<file path="src/rtl/dscm_pkg.sv">
// Shared types and constants for the digit sum counter.
// Used by dscm_ctrl, dscm_datapath and digit_sum_count_mod.
`default_nettype none

package dscm_pkg;

  localparam int N_W   = 7;
  localparam int S_W   = 10;
  localparam int CNT_W = 30;

  localparam logic [CNT_W-1:0] MODULUS = 30'd1000000007;
  localparam int DIGIT_MAX  = 9;
  localparam int WINDOW_LEN = DIGIT_MAX + 1;

  // source of the value loaded into the output register
  typedef enum logic [1:0] {
    RES_ZERO,
    RES_ONE_ROW,
    RES_WINDOW
  } res_sel_t;

  typedef struct packed {
    logic     latch;     // capture query fields
    logic     row_init;  // start building row 2 from the generated row 1
    logic     issue;     // read one entry of the source row
    logic     load;      // load output register
    res_sel_t sel;
  } ctrl_cmd_t;

  typedef struct packed {
    logic trivial;   // result is zero without any row work
    logic single;    // one digit: row 1 only
    logic col_last;  // issuing the target column
    logic row_last;  // row being built is the last one
  } ctrl_status_t;

endpackage

`default_nettype wire

</file>
<file path="src/rtl/dscm_ctrl.sv">
// Controller state machine for the digit sum counter.
// Depends on dscm_pkg; drives dscm_datapath through command/status structs.
`default_nettype none

module dscm_ctrl
  import dscm_pkg::*;
(
  input  logic         clk,
  input  logic         rst,
  input  logic         in_valid,
  output logic         in_ready,
  output logic         out_valid,
  input  logic         out_ready,
  input  ctrl_status_t status,
  output ctrl_cmd_t    cmd
);

  typedef enum logic [2:0] {
    IDLE,
    CHECK,
    RUN,
    DRAIN,
    DONE
  } state_t;

  state_t   state;
  res_sel_t sel;

  always_ff @(posedge clk) begin
    if (rst) begin
      state     <= IDLE;
      sel       <= RES_ZERO;
      in_ready  <= 1'b1;
      out_valid <= 1'b0;
    end else begin
      // in DONE a taken item is replaced by the new one below
      if (out_valid && out_ready && (state != DONE)) begin
        out_valid <= 1'b0;
      end
      case (state)
        IDLE: begin
          if (in_valid && in_ready) begin
            in_ready <= 1'b0;
            state    <= CHECK;
          end
        end
        CHECK: begin
          if (status.trivial) begin
            sel   <= RES_ZERO;
            state <= DONE;
          end else if (status.single) begin
            sel   <= RES_ONE_ROW;
            state <= DONE;
          end else begin
            state <= RUN;
          end
        end
        RUN: begin
          if (status.col_last && status.row_last) begin
            state <= DRAIN;
          end
        end
        DRAIN: begin
          // last entry of the last row is in the window stage this cycle
          sel   <= RES_WINDOW;
          state <= DONE;
        end
        DONE: begin
          if (!out_valid || out_ready) begin
            out_valid <= 1'b1;
            in_ready  <= 1'b1;
            state     <= IDLE;
          end
        end
        default: begin
          state <= IDLE;
        end
      endcase
    end
  end

  always_comb begin
    cmd.latch    = (state == IDLE) && in_valid && in_ready;
    cmd.row_init = (state == CHECK) && !status.trivial && !status.single;
    cmd.issue    = (state == RUN);
    cmd.load     = (state == DONE) && (!out_valid || out_ready);
    cmd.sel      = sel;
  end

endmodule

`default_nettype wire

</file>
<file path="config.mk">
export PLATFORM = sky130hd
export DESIGN_NAME = dscm_ctrl
export DESIGN_NICKNAME = d
export VERILOG_FILES = /design/src/rtl/dscm_pkg.sv /design/src/rtl/dscm_ctrl.sv
export SDC_FILE = /design/constraint.sdc
export NUM_CORES = 1
export LEC_CHECK = 0
export CAP_MARGIN = 15
export CORE_AREA = 2 2 39 41
export DETAILED_ROUTE_END_ITERATION = 10
export DIE_AREA = 0 0 41 43
export DONT_BUFFER_PORTS = 1
export GPL_ROUTABILITY_DRIVEN = 1
export PLACE_DENSITY = 0.48
export SLEW_MARGIN = 20
export SYNTH_ARGS = -nofsm -noshare
export SYNTH_HDL_FRONTEND = slang
export SYNTH_SLANG_ARGS = --single-unit
</file>
<file path="constraint.sdc">
create_clock -name clk -period 2.7 [get_ports clk]
set_input_delay 0.81 -clock clk [delete_from_list [all_inputs] [get_ports clk]]
set_output_delay 0.81 -clock clk [all_outputs]
set_load 0.03 [all_outputs]
</file>
==> results.txt <==
Mapped Nets = 49
Worst-margin pin slew = 0.556 ns
Cell count after synthesis = 41
CP arrival = 1.53 ns
Post-DP Area = 355 sq um
Clock latency on the worst-skew pair = 0.25 ns
Ant. Diodes = 0
PostCTS Resize Cnt = 0
Final setup viols = 0
Drt first pass iters = 4
Cell count of the worst hold path = 2
FF+latch count, synth = 7
Hold Buf Count CTS = 0
Core area = 1380 sq um
Share of the yosys chip area belonging to registers = 41.6%
Total Routing Usage GR = 10.7%
DIE WIDTH = 41 um
Setup Skew = 0.00202 ns
Peak VDD IR = 0.282 mV
Antenna Violating Nets Remaining = 0
Warnings, synthesis = 0
Lkg Pwr = 0.000143 uW
Area delta synth->final = 13.4%
Reg2Reg Depth = 3
GRT overflow = 0
TritonCTS buffer count = 3
Status = finished, final reports clean
Setup crit end kind = primary output
H-tree depth = 1
Slew HR = 62.8%
Ys flop type = dfxtp_1
Vias in the first global route = 309
Non-filler instance count after layout = 61
DIE AREA = 1760 sq um
Clock slew seen by the registers of the worst setup and hold paths = 0.05 ns
First-pass GRT wire length = 1270 um
CP max FO = 2
Dpl cells = 57
Worst hold slack = 0.576 ns
Fin. max-slew vios = 0
Distinct cells, synth = 20
Largest net degree at the start of global routing = 10
Synthesized area = 337 sq um
CTS tree = built
Max frequency = 0.428 GHz
FP Rows = 14
Design area = 382 sq um
Total routed wirelength = 745 um
Placer congestion estimate = 0.646
FF-to-FF End = in_ready$_SDFFE_PP1P_
Post-CTS Repair Setup Buffers = 0
Synth top area share = 41.6%
Die Ht = 43 um
Fin nets = 54
FILL cells = 154
CTS root buffer = clkbuf_4
Number of enable flip-flop cells after synthesis = 0
Routed vias/inst = 4.84
Post-layout min period = 2.34 ns
Crit share post-route = 86.5%
Port bufs = 0
Ports = 16
Mean post-synth cell area = 8.21 sq um
WS Path Type = input port to primary output
Half-perimeter wire length after placement = 533 um
RSZ-0062 raised after global routing = false
Hold path endpoint = sel[1]$_SDFFE_PP0P_
Initial antenna violation count = 0
PD cells = 642 nW/um^2
Worst hold path startpoint = state[1]$_SDFFE_PP0P_
Fin. Hold Viols = 0
Vias = 295
DR iter-0 viols = 6
Top cell type by total area after synthesis = dfxtp_1
Startpoint types = input port
Async S/R FF share, synth = 0%
R2R Path Start = state[2]$_SDFFE_PP0P_
Post-synth top cells = 7 x dfxtp_1, 7 x nor2_1, 4 x a21oi_1
Setup Total Neg Slack = 0 ns
Min-delay worst type = register to register
Avg WL per Cell = 12.2 um
Clock tree buffer depth = 2
Max Cap Viol = 0
# clock sinks = 7
Layout cells sized above 1 = 15.6%
DRC Markers = 0
Synth area leaders = dfxtp_1 42%, nor2_1 7.8%, a21oi_1 5.9%, nor3_1 4.5%, or4b_4 4.1%
R2r setup slk = 1.41 ns
Worst Path Required = 1.89 ns
Initial Util = 24.3%
-- state kept, by name (all words and copies together), names as in the netlist --
| name | flops |
|---|---|
| out_valid | 1 |
| in_ready | 1 |
| sel | 2 |
| state | 3 |
-- critical path: stages --
cell    delay (ns)
or4b_4        0.45
nor2_1        0.10
buf_4         0.16
-- layer usage --
layer	global-route usage [%]	share of wire [%]
met5	0	0
met4	6.00	0
met3	4.19	8.9
met2	15.0	46
met1	13.4	45
-- stage by stage --
step	total power, uW	utilization [%]	setup slack, ns
after floorplan	147	-	0.206
after global placement	152	25.7	0.377
after global routing	263	27.6	0.315
after CTS	250	27.6	0.361
after detailed placement	153	25.7	0.362
final	245	27.6	0.365
-- cells by family (layout without fill, tap and decap cells) --
family | count (synthesis) | after routing | share of synthesized area [%]
mux | 1 | 1 | 2.97
simple gates | 22 | 22 | 35.3
compound gates | 8 | 8 | 14.1
buf+inv | 3 | 7 | 5.95
flops | 7 | 7 | 41.6
-- cell type report --
class                   count  area [sq um]  area share, %
well taps                  16          20.0           5.25
repair buffers              2          15.0           3.93
clock buffers               4          26.3           6.89
flip-flops and latches      7           140           36.7
inverters                   1          3.75          0.984
multi-input cells          31           176           46.2
-- cell usage in the layout, fill, tap and decap left out --
master	netlist	final
or4b_4	1	1
clkbuf_1	0	1
nand3b_1	1	1
clkbuf_4	0	3
nor2b_1	2	2
a21oi_2	1	1
nor3_1	3	3
nand2b_1	2	2
buf_4	0	2
nor2_1	7	7
o21ai_0	1	1
a2111oi_0	1	1
nor3b_1	1	1
dfxtp_1	7	7
o21ai_1	1	1
nand3_1	2	2
inv_1	1	1
mux2i_1	1	1
nand2_1	2	2
a21oi_1	4	4
and2_1	1	1
-- worst max path at each step --
stage | endpoint | cells after the start | start | slack [ns]
2_1_floorplan | cmd[5] | 2 | in_valid | 0.21
3_3_place_gp | cmd[5] | 3 | in_valid | 0.38
3_5_place_dp | cmd[5] | 3 | in_valid | 0.36
4_1_cts | cmd[5] | 3 | in_valid | 0.36
5_1_grt | cmd[5] | 3 | state[2]$_SDFFE_PP0P_ | 0.31
6_report | cmd[5] | 3 | in_valid | 0.36
-- power by group --
group	total, uW	internal (uW)	switching [uW]
Sequential	121	109	12.9
Combinational	28.8	12.7	16.1
Clock	94.6	56.4	38.2
Total	245	178	67.3
No activity file was read; power rests on OpenSTA's default activity.
